<file path="src/hdl/tlbpt_pkg.sv">
// ----------------------------------------------------------------------------
// tlbpt_pkg: shared types and constants of the TLB translate unit
// Sizes of the TLB and page table, entry types and the page reduction table.
// ----------------------------------------------------------------------------
package tlbpt_pkg;

  // Sizes
  localparam int TLB_ENTRIES = 16;
  localparam int PAGE_COUNT  = 256;
  localparam int PAGE_W      = (PAGE_COUNT > 1) ? $clog2(PAGE_COUNT) : 1;

  // Field widths
  localparam int VPN_W   = 8;
  localparam int OFF_W   = 8;
  localparam int FRAME_W = 8;
  localparam int ADDR_W  = 16;
  localparam int CNT_W   = 16;
  localparam int VPN_NUM = 2 ** VPN_W;

  typedef logic [PAGE_W-1:0] page_idx_t;
  typedef logic [VPN_NUM-1:0][PAGE_W-1:0] page_lut_t;

  // One TLB entry as it moves down the cell chain
  typedef struct packed {
    logic               valid;
    logic [VPN_W-1:0]   page;
    logic [FRAME_W-1:0] frame;
  } tlbpt_entry_t;

  // Page-table write request
  typedef struct packed {
    logic               en;
    page_idx_t          page;
    logic [FRAME_W-1:0] frame;
  } tlbpt_pt_wr_t;

  typedef enum logic [0:0] {
    ST_IDLE,
    ST_LOOK
  } tlbpt_state_e;

  // Virtual page reduced modulo the page count, worked out at elaboration
  function automatic page_lut_t build_page_lut();
    page_lut_t lut;
    for (int i = 0; i < VPN_NUM; i++) begin
      lut[i] = PAGE_W'(i % PAGE_COUNT);
    end
    return lut;
  endfunction

  localparam page_lut_t PAGE_LUT = build_page_lut();

endpackage

</file>
<file path="src/hdl/tlbpt_if.sv">
// ----------------------------------------------------------------------------
// tlbpt_if: request and response channels of the TLB translate unit
// Valid/ready streams; a word moves when valid and ready are both high.
// ----------------------------------------------------------------------------
interface tlbpt_req_if;
  logic                        valid;
  logic                        ready;
  logic [tlbpt_pkg::VPN_W-1:0] virtual_page;
  logic [tlbpt_pkg::OFF_W-1:0] page_offset;

  modport source (output valid, output virtual_page, output page_offset, input ready);
  modport sink   (input valid, input virtual_page, input page_offset, output ready);
endinterface

interface tlbpt_rsp_if;
  logic                         valid;
  logic                         ready;
  logic [tlbpt_pkg::ADDR_W-1:0] physical_address;
  logic                         tlb_hit;
  logic                         page_fault;
  logic [tlbpt_pkg::CNT_W-1:0]  hit_count;
  logic [tlbpt_pkg::CNT_W-1:0]  miss_count;
  logic [tlbpt_pkg::CNT_W-1:0]  fault_count;

  modport source (
    output valid, output physical_address, output tlb_hit, output page_fault,
    output hit_count, output miss_count, output fault_count, input ready
  );
  modport sink (
    input valid, input physical_address, input tlb_hit, input page_fault,
    input hit_count, input miss_count, input fault_count, output ready
  );
endinterface

</file>
<file path="src/hdl/tlb_page_table_translate_unit.sv">
// ----------------------------------------------------------------------------
// tlb_page_table_translate_unit: FIFO TLB with demand-paged page table
// Translates virtual page and offset into a physical address with counters.
// ----------------------------------------------------------------------------
//  channel  | dir | payload
//  ---------+-----+--------------------------------------------------------
//  req_i    | in  | virtual_page, page_offset
//  rsp_o    | out | physical_address, tlb_hit, page_fault, hit/miss/fault_count
//
//  The accept cycle issues the page-table read; in the ST_LOOK state that
//  follows, the TLB tag compare is done and the result register is loaded.
//  The TLB is a chain of cells; an insert shifts every entry one cell on.
//  Reset clears TLB and page-table valid bits, counters and frame pointer.
//  A word is held in the compare cycle while the result register is full
//  and not taken; a new request is accepted while a result waits.
// ----------------------------------------------------------------------------
module tlb_page_table_translate_unit (
  input  logic         clk_i,
  input  logic         rst_ni,
  tlbpt_req_if.sink    req_i,
  tlbpt_rsp_if.source  rsp_o
);

  localparam int N = tlbpt_pkg::TLB_ENTRIES;

  tlbpt_pkg::tlbpt_state_e state_q, state_d;

  logic [tlbpt_pkg::VPN_W-1:0]   page_q;
  logic [tlbpt_pkg::OFF_W-1:0]   off_q;
  logic [tlbpt_pkg::FRAME_W-1:0] next_frame_q, next_frame_d;
  logic [tlbpt_pkg::CNT_W-1:0]   hits_q, hits_d;
  logic [tlbpt_pkg::CNT_W-1:0]   misses_q, misses_d;
  logic [tlbpt_pkg::CNT_W-1:0]   faults_q, faults_d;

  logic                          out_valid_q, out_valid_d;
  logic [tlbpt_pkg::ADDR_W-1:0]  out_addr_q;
  logic                          out_hit_q, out_fault_q;

  logic                          accept;
  logic                          finish;
  logic                          hit;
  logic                          fault;
  logic [tlbpt_pkg::FRAME_W-1:0] hit_frame;
  logic [tlbpt_pkg::FRAME_W-1:0] frame;
  logic [tlbpt_pkg::FRAME_W-1:0] pt_frame;
  logic                          pt_valid;
  tlbpt_pkg::page_idx_t          req_page;
  tlbpt_pkg::tlbpt_pt_wr_t       pt_wr;

  tlbpt_pkg::tlbpt_entry_t       chain [N+1];
  logic [N-1:0]                  match;

  assign req_page = tlbpt_pkg::PAGE_LUT[req_i.virtual_page];
  assign accept   = req_i.valid && req_i.ready;

  // Control: next state, handshake and finish strobe
  always_comb begin
    state_d      = state_q;
    req_i.ready  = 1'b0;
    finish       = 1'b0;
    unique case (state_q)
      tlbpt_pkg::ST_IDLE: begin
        req_i.ready = 1'b1;
        if (req_i.valid) begin
          state_d = tlbpt_pkg::ST_LOOK;
        end
      end
      tlbpt_pkg::ST_LOOK: begin
        if (!out_valid_q || rsp_o.ready) begin
          finish  = 1'b1;
          state_d = tlbpt_pkg::ST_IDLE;
        end
      end
      default: state_d = tlbpt_pkg::ST_IDLE;
    endcase
  end

  always_ff @(posedge clk_i or negedge rst_ni) begin
    if (!rst_ni) begin
      state_q <= tlbpt_pkg::ST_IDLE;
    end else begin
      state_q <= state_d;
    end
  end

  // Latch the request word
  always_ff @(posedge clk_i) begin
    if (accept) begin
      page_q <= tlbpt_pkg::VPN_W'(req_page);
      off_q  <= req_i.page_offset;
    end
  end

  // Page table
  tlbpt_page_table u_page_table (
    .clk_i      (clk_i),
    .rst_ni     (rst_ni),
    .rd_en_i    (accept),
    .rd_page_i  (req_page),
    .rd_frame_o (pt_frame),
    .rd_valid_o (pt_valid),
    .wr_i       (pt_wr)
  );

  // TLB cell chain; new entries enter at cell 0
  assign chain[0].valid = 1'b1;
  assign chain[0].page  = page_q;
  assign chain[0].frame = frame;

  for (genvar g = 0; g < N; g++) begin : g_cell
    tlbpt_cell u_cell (
      .clk_i         (clk_i),
      .rst_ni        (rst_ni),
      .shift_i       (finish && !hit),
      .entry_i       (chain[g]),
      .lookup_page_i (page_q),
      .entry_o       (chain[g+1]),
      .match_o       (match[g])
    );
  end

  // Merge matches; a page sits in at most one cell
  always_comb begin
    hit_frame = '0;
    for (int i = 0; i < N; i++) begin
      hit_frame = hit_frame | ({tlbpt_pkg::FRAME_W{match[i]}} & chain[i+1].frame);
    end
  end

  assign hit   = |match;
  assign fault = !hit && !pt_valid;
  assign frame = hit ? hit_frame : (fault ? next_frame_q : pt_frame);

  assign pt_wr.en    = finish && fault;
  assign pt_wr.page  = tlbpt_pkg::page_idx_t'(page_q);
  assign pt_wr.frame = next_frame_q;

  // Counters and frame pointer
  always_comb begin
    next_frame_d = next_frame_q;
    hits_d       = hits_q;
    misses_d     = misses_q;
    faults_d     = faults_q;
    if (finish) begin
      if (hit) begin
        hits_d = hits_q + 1'b1;
      end else begin
        misses_d = misses_q + 1'b1;
      end
      if (fault) begin
        next_frame_d = next_frame_q + 1'b1;
        if (faults_q != {tlbpt_pkg::CNT_W{1'b1}}) begin
          faults_d = faults_q + 1'b1;
        end
      end
    end
  end

  always_ff @(posedge clk_i or negedge rst_ni) begin
    if (!rst_ni) begin
      next_frame_q <= '0;
      hits_q       <= '0;
      misses_q     <= '0;
      faults_q     <= '0;
    end else begin
      next_frame_q <= next_frame_d;
      hits_q       <= hits_d;
      misses_q     <= misses_d;
      faults_q     <= faults_d;
    end
  end

  // Result register
  always_comb begin
    out_valid_d = out_valid_q;
    if (rsp_o.ready) begin
      out_valid_d = 1'b0;
    end
    if (finish) begin
      out_valid_d = 1'b1;
    end
  end

  always_ff @(posedge clk_i or negedge rst_ni) begin
    if (!rst_ni) begin
      out_valid_q <= 1'b0;
    end else begin
      out_valid_q <= out_valid_d;
    end
  end

  always_ff @(posedge clk_i) begin
    if (finish) begin
      out_addr_q  <= {frame, off_q};
      out_hit_q   <= hit;
      out_fault_q <= fault;
    end
  end

  assign rsp_o.valid            = out_valid_q;
  assign rsp_o.physical_address = out_addr_q;
  assign rsp_o.tlb_hit          = out_hit_q;
  assign rsp_o.page_fault       = out_fault_q;
  assign rsp_o.hit_count        = hits_q;
  assign rsp_o.miss_count       = misses_q;
  assign rsp_o.fault_count      = faults_q;

endmodule

</file>
<file path="src/hdl/tlbpt_cell.sv">
// ----------------------------------------------------------------------------
// tlbpt_cell: one TLB entry of the shifting FIFO chain
// Holds one entry, compares it against the lookup page and passes it on.
// ----------------------------------------------------------------------------
module tlbpt_cell (
  input  logic                              clk_i,
  input  logic                              rst_ni,
  input  logic                              shift_i,
  input  tlbpt_pkg::tlbpt_entry_t           entry_i,
  input  logic [tlbpt_pkg::VPN_W-1:0]       lookup_page_i,
  output tlbpt_pkg::tlbpt_entry_t           entry_o,
  output logic                              match_o
);

  logic                          valid_q;
  logic [tlbpt_pkg::VPN_W-1:0]   page_q;
  logic [tlbpt_pkg::FRAME_W-1:0] frame_q;

  // Take the neighbor's entry on insert; the last cell's entry drops off
  always_ff @(posedge clk_i or negedge rst_ni) begin
    if (!rst_ni) begin
      valid_q <= 1'b0;
    end else if (shift_i) begin
      valid_q <= entry_i.valid;
    end
  end

  always_ff @(posedge clk_i) begin
    if (shift_i) begin
      page_q  <= entry_i.page;
      frame_q <= entry_i.frame;
    end
  end

  assign entry_o.valid = valid_q;
  assign entry_o.page  = page_q;
  assign entry_o.frame = frame_q;

  // Tag compare
  assign match_o = valid_q && (page_q == lookup_page_i);

endmodule

</file>
<file path="src/hdl/tlbpt_page_table.sv">
// ----------------------------------------------------------------------------
// tlbpt_page_table: frame memory and valid bits of the page table
// Registered read of frame and valid bit; one write port.
// ----------------------------------------------------------------------------
module tlbpt_page_table (
  input  logic                          clk_i,
  input  logic                          rst_ni,
  input  logic                          rd_en_i,
  input  tlbpt_pkg::page_idx_t          rd_page_i,
  output logic [tlbpt_pkg::FRAME_W-1:0] rd_frame_o,
  output logic                          rd_valid_o,
  input  tlbpt_pkg::tlbpt_pt_wr_t       wr_i
);

  logic [tlbpt_pkg::FRAME_W-1:0] frame_mem [tlbpt_pkg::PAGE_COUNT];
  logic [tlbpt_pkg::PAGE_COUNT-1:0] valid_q;
  logic [tlbpt_pkg::FRAME_W-1:0] rd_frame_q;
  logic rd_valid_q;

  // Write and read the frame memory
  always_ff @(posedge clk_i) begin
    if (wr_i.en) begin
      frame_mem[wr_i.page] <= wr_i.frame;
    end
    if (rd_en_i) begin
      rd_frame_q <= frame_mem[rd_page_i];
    end
  end

  // Valid bits clear at reset, set on fault
  always_ff @(posedge clk_i or negedge rst_ni) begin
    if (!rst_ni) begin
      valid_q    <= '0;
      rd_valid_q <= 1'b0;
    end else begin
      if (wr_i.en) begin
        valid_q[wr_i.page] <= 1'b1;
      end
      if (rd_en_i) begin
        rd_valid_q <= valid_q[rd_page_i];
      end
    end
  end

  assign rd_frame_o = rd_frame_q;
  assign rd_valid_o = rd_valid_q;

endmodule
</file>
<file path="src/flat_wrapper.sv">
// flat-port wrapper written by rule: the top's interface ports become plain ports
module tlb_page_table_translate_unit_flat 
  (clk_i, rst_ni, req_i_valid, req_i_virtual_page, req_i_page_offset, req_i_ready, rsp_o_valid, rsp_o_physical_address, rsp_o_tlb_hit, rsp_o_page_fault, rsp_o_hit_count, rsp_o_miss_count, rsp_o_fault_count, rsp_o_ready);
  tlbpt_req_if req_i_i ();
  tlbpt_rsp_if rsp_o_i ();
  input  logic clk_i;
  input  logic rst_ni;
  input wire logic [$bits(req_i_i.valid)-1:0] req_i_valid;
  input wire logic [$bits(req_i_i.virtual_page)-1:0] req_i_virtual_page;
  input wire logic [$bits(req_i_i.page_offset)-1:0] req_i_page_offset;
  output wire logic [$bits(req_i_i.ready)-1:0] req_i_ready;
  output wire logic [$bits(rsp_o_i.valid)-1:0] rsp_o_valid;
  output wire logic [$bits(rsp_o_i.physical_address)-1:0] rsp_o_physical_address;
  output wire logic [$bits(rsp_o_i.tlb_hit)-1:0] rsp_o_tlb_hit;
  output wire logic [$bits(rsp_o_i.page_fault)-1:0] rsp_o_page_fault;
  output wire logic [$bits(rsp_o_i.hit_count)-1:0] rsp_o_hit_count;
  output wire logic [$bits(rsp_o_i.miss_count)-1:0] rsp_o_miss_count;
  output wire logic [$bits(rsp_o_i.fault_count)-1:0] rsp_o_fault_count;
  input wire logic [$bits(rsp_o_i.ready)-1:0] rsp_o_ready;
  assign req_i_i.valid = req_i_valid;
  assign req_i_i.virtual_page = req_i_virtual_page;
  assign req_i_i.page_offset = req_i_page_offset;
  assign req_i_ready = req_i_i.ready;
  assign rsp_o_valid = rsp_o_i.valid;
  assign rsp_o_physical_address = rsp_o_i.physical_address;
  assign rsp_o_tlb_hit = rsp_o_i.tlb_hit;
  assign rsp_o_page_fault = rsp_o_i.page_fault;
  assign rsp_o_hit_count = rsp_o_i.hit_count;
  assign rsp_o_miss_count = rsp_o_i.miss_count;
  assign rsp_o_fault_count = rsp_o_i.fault_count;
  assign rsp_o_i.ready = rsp_o_ready;
  tlb_page_table_translate_unit u_core (.clk_i(clk_i), .rst_ni(rst_ni), .req_i(req_i_i), .rsp_o(rsp_o_i));
endmodule
</file>
<file path="config.mk">
export PLATFORM = sky130hd
export DESIGN_NAME = tlb_page_table_translate_unit_flat
export DESIGN_NICKNAME = d
export VERILOG_FILES = /design/src/hdl/tlbpt_pkg.sv /design/src/hdl/tlbpt_if.sv /design/src/hdl/tlb_page_table_translate_unit.sv /design/src/hdl/tlbpt_cell.sv /design/src/hdl/tlbpt_page_table.sv /design/src/flat_wrapper.sv
export SDC_FILE = /design/constraint.sdc
export NUM_CORES = 2
export LEC_CHECK = 0
export BUFFER_PORTS_ARGS = -buffer_cell sky130_fd_sc_hd__clkbuf_2
export CORE_ASPECT_RATIO = 1.25
export CORE_MARGIN = 3
export CORE_UTILIZATION = 55
export DETAILED_ROUTE_END_ITERATION = 6
export PLACE_DENSITY = 0.68
export SYNTH_ARGS = -nofsm -noshare
export SYNTH_HDL_FRONTEND = slang
export SYNTH_HIERARCHICAL = 1
export SYNTH_SLANG_ARGS = --single-unit
</file>
<file path="constraint.sdc">
create_clock -name clk_i -period 17.76 [get_ports clk_i]
set_input_delay 0.888 -clock clk_i [delete_from_list [all_inputs] [get_ports clk_i]]
set_output_delay 0.888 -clock clk_i [all_outputs]
set_load 0.01 [all_outputs]
</file>
-- Word level (Yosys, flattened, before mapping)
Memories as Yosys holds them, arrays and structs flattened. A register that Yosys moved wholly into a read port is not among the register bits.
Cells that the tools add are included.
W data, S select, Z words.
- bits in read-only memories: 2048
- bits in registers: 621
- RAM bits: 2048
- memories kept: 2
- logic and storage cells: 170
- output and inout bits: 68
- input port bits: 20
- equal/unequal tests: 17
- multiplexer cells: 17
- reduce and logical (&&, ||, !) cells: 31
- bitwise operators: 34
- magnitude comparators: 4
- add/subtract/negate cells: 4
- memory list (memory ; depth ; bits a word ; rd ports ; clocked after Yosys merged registers in ; wr ports ; RTL line ; RTL):
    (name not given) ; 256 ; 8 ; 1 ; 0 ; 0 ; tlb_page_table_translate_unit.sv:53 ; assign req_page = tlbpt_pkg::PAGE_LUT[req_i.virtual_page];
    u_core.u_page_table.frame_mem ; 256 ; 8 ; 1 ; 1 ; 1 ; tlbpt_page_table.sv:15 ; logic [tlbpt_pkg::FRAME_W-1:0] frame_mem [tlbpt_pkg::PAGE_COUNT];
- operators by type and width (kind ; count):
    $or A256 B256 Y256 ; 1
    $and A8 B8 Y8 ; 16
    $eq A8 B8 Y1 ; 16
    $or A8 B8 Y8 ; 15
    $add A16 B1 Y16 const B ; 3
    $lt A8 B9 Y1 const B ; 3
    $mux W8 ; 3
    $logic_and A1 B1 Y1 ; 21
    $ne A16 B16 Y1 const B ; 1
    $reduce_or A16 Y1 ; 1
    $mux W1 ; 11
    $add A8 B1 Y8 const B ; 1
    $bmux W1 S8 ; 1
    $demux W1 S8 ; 1
    $ge A8 B1 Y1 const B ; 1
    $reduce_and A2 Y1 ; 3
    $logic_not A1 Y1 ; 3
    $reduce_and A3 Y1 ; 1
    $not A1 Y1 ; 2
    $pmux W1 S2 ; 1
    $reduce_bool A2 Y1 ; 1
    $logic_or A1 B1 Y1 ; 1

-- Longest topological paths before layout
- depth after elaboration: 19
- gate-level depth with buffers: 13
- gate-level depth less buffers: 9

-- Modules after synthesis
The synthesis kept the hierarchy.
- modules (own cells, without submodules) (module ; times used ; seq. area each (um2) ; area each (um2) ; cells each):
    tlbpt_page_table ; 1 ; 68170.4 ; 88646.3 ; 4278
    tlbpt_cell ; 16 ; 505.5 ; 619.3 ; 31
    tlb_page_table_translate_unit ; 1 ; 2472.4 ; 4672.0 ; 402

-- Worst setup path before layout
No wires, ideal clock.
- kind: register to register
- start point: register u_core/page_q[4] in the netlist's numbering
- end point: register u_core.g_cell[0].u_cell.valid_q
- setup time: 0.125 ns
- period minus slack after synthesis: 14.958 ns
- data required time: 17.635 ns
- arrival time: 14.833 ns
- path buffers: 2
- path slack: 2.802 ns
- stages on the path, launching flop included: 11
- cells stage by stage: edfxtp_1 xnor2_1 nand4_1 nor3_2 buf_4 nor4_4 and4_1 buf_6 inv_4 nor2_1 mux2_2
- cells in the longest elaborated chain, start to end: 5
- elaborated cells on any way between the ends: 35
- classes of those cells: eq/ne (16); reduce/logical (19)
- RTL lines (what ; RTL line ; RTL):
    start, declared ; tlb_page_table_translate_unit.sv:28 ; logic [tlbpt_pkg::VPN_W-1:0] page_q;
    start signal, assigned ; tlb_page_table_translate_unit.sv:89 ; page_q <= tlbpt_pkg::VPN_W'(req_page);
    $eq A8 B8 Y1 ; tlbpt_cell.sv:40 ; assign match_o = valid_q && (page_q == lookup_page_i);
    $logic_and A1 B1 Y1 ; tlbpt_cell.sv:40 ;
    via u_core.match[1] ; tlb_page_table_translate_unit.sv:51 ; logic [N-1:0] match;
    $reduce_or A16 Y1 ; tlb_page_table_translate_unit.sv:130 ; assign hit = |match;
    via u_core.hit ; tlb_page_table_translate_unit.sv:41 ; logic hit;
    $logic_not A1 Y1 ; tlb_page_table_translate_unit.sv:114 ; .shift_i (finish && !hit),
    $logic_and A1 B1 Y1 ; tlb_page_table_translate_unit.sv:114 ;
    end signal, assigned ; tlbpt_cell.sv:24 ; valid_q <= entry_i.valid;
    end, declared ; tlbpt_cell.sv:15 ; logic valid_q;
The timed path passes the listed nets, and every way through them passes these cells.
A chain may end at the register's enable or synchronous reset.

-- Worst setup path in the final report
- start point: input req_i_virtual_page[1]
- end point: register u_core.u_page_table.rd_frame_q (netlist bit u_core/u_page_table/rd_frame_o[6]) (read register of u_core.u_page_table.frame_mem), data pin
- cells in the longest elaborated chain, start to end: 2
- RTL lines (what ; RTL line ; RTL):
    start, declared ; flat_wrapper.sv:9 ; input wire logic [$bits(req_i_i.virtual_page)-1:0] req_i_virtual_page;
    $mem_v2 Z256 W8 ; -- ;
    $mux W8 (not written as such) ; tlb_page_table_translate_unit.sv:53 ;
    end, declared ; tlbpt_page_table.sv:17 ; logic [tlbpt_pkg::FRAME_W-1:0] rd_frame_q;
Every way passes these cells. The select of a mux whose other input is x is not followed.

==> flow_metrics.env <==
export IMPL_hp_start="req_i_page_offset[1]"
export IMPL_grt_pass1_wl_um=370800
export IMPL_syn_num_nets=5199
export IMPL_setup_tns_ns=0
export IMPL_crit_path_end_kind="flip-flop"
export IMPL_p_int_uw=11250
export IMPL_cp_max_fo=104
export IMPL_p_leak_uw=0.04025
export IMPL_fin_worst_skew_ns=0.05338
export IMPL_status="finished, final reports clean"
export IMPL_grt_pass1_vias=52536
export IMPL_final_cell_mix="edfxtp_1 (2,346), mux4_2 (565), dfrtp_1 (323), a22oi_1 (290), nor2_1 (270)"
export IMPL_dr_pass1_iters=6
export IMPL_worstMarginPinSlew_ns=1.398
export IMPL_ir_drop_mv=0.1304
export IMPL_start_util_pct=55.42
export IMPL_gr_total_overflow=0
export IMPL_die_area_um2=192900
export IMPL_clkTransAtPathRegs_ns=0.06
export IMPL_critPathRequiredTime_ns=18.39
export IMPL_crit_start="req_i_virtual_page[1]"
export IMPL_worstSkewPairLatency_ns=0.88
export IMPL_drtAntennaViolNets=0
export IMPL_hold_viol_final=0
export IMPL_core_area_um2=186300
export IMPL_hold_class="in2reg"
export IMPL_start_kind="input port"
export IMPL_wire_per_inst_um=31.35
export IMPL_seqPwrFrac_pct=55.1
export IMPL_port_buffer_count=87
export IMPL_path_class="in2reg"
export IMPL_netlist_area_um2=103200
export IMPL_pwr_share_clk_pct=35.0
export IMPL_nets=5371
export IMPL_antenna_found_initial=4
export IMPL_vias_per_cell=6.412
export IMPL_cts_root_buf="clkbuf_16"
export IMPL_maxCapViolCount=0
export IMPL_ys_warn_count=6
export IMPL_powerDensity_nw_per_um2=129.8
export IMPL_layout_commonest_cell="edfxtp_1"
export IMPL_r2r_start="u_core/page_q[5]$_DFFE_PP_"
export IMPL_gp_congestion=0.8520
export IMPL_grt_max_degree=203
export IMPL_routed_via_count=51744
export IMPL_cts_buffer_depth=3
export IMPL_setup_viol=0
export IMPL_final_core_util_pct=61.60
export IMPL_die_w_um=393.5
export IMPL_syn2layout_area_growth_pct=11.15
export IMPL_worst_ep_arrival_time_ns=5.94
export IMPL_post_cts_buffers=0
export IMPL_cts_buffers_inserted=240
export IMPL_io_pins=88
export IMPL_track_usage_pct=26.34
export IMPL_post_route_period_util_pct=29.93
export IMPL_die_y_um=490.3
export IMPL_period_minus_slack_ns=5.316
export IMPL_postSynthCellCount=5175
export IMPL_cts_tree="yes"
export IMPL_cts_sinks=2677
export IMPL_combPwrFrac_pct=9.9
export IMPL_drtIter0Drc=5446
export IMPL_htreeDepth=4
export IMPL_drc=0
export IMPL_syn_avg_cell_area_um2=19.95
export IMPL_fmax_mhz=188.1
export IMPL_drive_gt1_share_pct=26.95
export IMPL_drt_wl_total_um=253000
export IMPL_slew_violations=0
export IMPL_slew_headroom_pct=6.441
export IMPL_power_switching_uw=3646
export IMPL_place_hpwl_um=152300
export IMPL_fp_row_count=177
export IMPL_rsz0062_at_grt="false"
export IMPL_p_sw_share_pct=24.47
power by group through the flow:
stage	logic, µW	registers [µW]	clock network [µW]
after floorplan	784	8550	0
after global placement	1450	8310	0
after detailed placement	1490	8340	0
after CTS	1500	8210	5300
after global routing	1590	8270	5540
final	1480	8210	5210
through the flow:
| step | instances | total power, µW | setup slack [ns] | hold slack (ns) | area [µm²] |
|---|---|---|---|---|---|
| floorplan | 5175 | 9339 | 2.802 | 0.4003 | 103200 |
| global placement | 7610 | 9756 | 11.57 | 0.4008 | 106700 |
| detailed placement | 7610 | 9831 | 11.57 | 0.4045 | 106700 |
| CTS | 8069 | 15010 | 12.55 | 0.1341 | 114700 |
| global route | 8070 | 15410 | 12.16 | 0.1593 | 114700 |
| finish | 8070 | 14900 | 12.44 | 0.1982 | 114700 |
layout make-up:
cell class | count | area (µm²)
Fill cell | 12893 | 71520
Sequential cell | 2677 | 78760
Multi-Input combinational cell | 2199 | 23220
Tap cell | 2506 | 3136
Timing Repair Buffer | 219 | 1572
Inverter | 10 | 40.04
Clock buffer | 337 | 6769
Clock inverter | 121 | 1229
Antenna cell | 1 | 2.502
state kept, by name, indices dropped and copies added (netlist names):
name and flops:
u_core/rsp_o.page_fault 1, u_core/rsp_o.tlb_hit 1, u_core/rsp_o.miss_count 16, u_core/state_q 1, u_core/page_q 8, u_core/rsp_o.valid 1, u_core/u_page_table/rd_valid_o 1, u_core/g_cell.u_cell/frame_q 128
u_core/u_page_table/valid_q 256, u_core/rsp_o.hit_count 16, u_core/rsp_o.physical_address 16, u_core/u_page_table/frame_mem 2048, u_core/g_cell.u_cell/valid_q 16, u_core/u_page_table/rd_frame_o 8, u_core/rsp_o.fault_count 16, u_core/next_frame_q 8
u_core/g_cell.u_cell/page_q 128, u_core/off_q 8
worst paths after layout:
| path | endpoint | slack [ns] | cells after the start |
|---|---|---|---|
| max in group asynchronous | u_core/u_page_table/valid_q[69]$_DFFE_PN0P_ | 14.27 | 5 |
| min in group asynchronous | u_core/g_cell[6].u_cell/valid_q$_DFFE_PN0P_ | 0.59 | 2 |
| worst max-delay path | u_core/u_page_table/rd_frame_o[6]$_DFFE_PP_ | 12.44 | 10 |
| worst min register to register | u_core/rsp_o.physical_address[0]$_DFFE_PP_ | 0.42 | 0 |
| worst max register to register | u_core/g_cell[10].u_cell/valid_q$_DFFE_PN0P_ | 12.53 | 12 |
| worst min-delay path | u_core/off_q[1]$_DFFE_PP_ | 0.20 | 1 |
worst max-delay path, cell delays in order:
cell and delay [ns]:
buf_8 0.57, buf_12 0.54, buf_4 0.61, buf_4 0.80, mux4_2 0.42, a22oi_1 0.25
a21oi_1 0.18, nor4_1 0.82, o22ai_1 0.34, or2_2 0.35
routing by layer:
| layer | share of wire (%) | routed length [µm] | GRT usage [%] | vias up |
|---|---|---|---|---|
| met4 | 4.6 | 11760 | 11.03 | 6 |
| met2 | 50 | 126500 | 43.16 | 2359 |
| met5 | 0.016 | 40 | 0 | - |
| met3 | 7.9 | 19980 | 4.996 | 458 |
| met1 | 37 | 94750 | 35.14 | 27621 |
| li1 | - | - | - | 21300 |
what timing repair did:
item,CTS,global route
gates resized for setup,0,0
hold endpoints to repair,10,0
hold buffers,1,0
No activity file was read; power rests on OpenSTA's default activity.
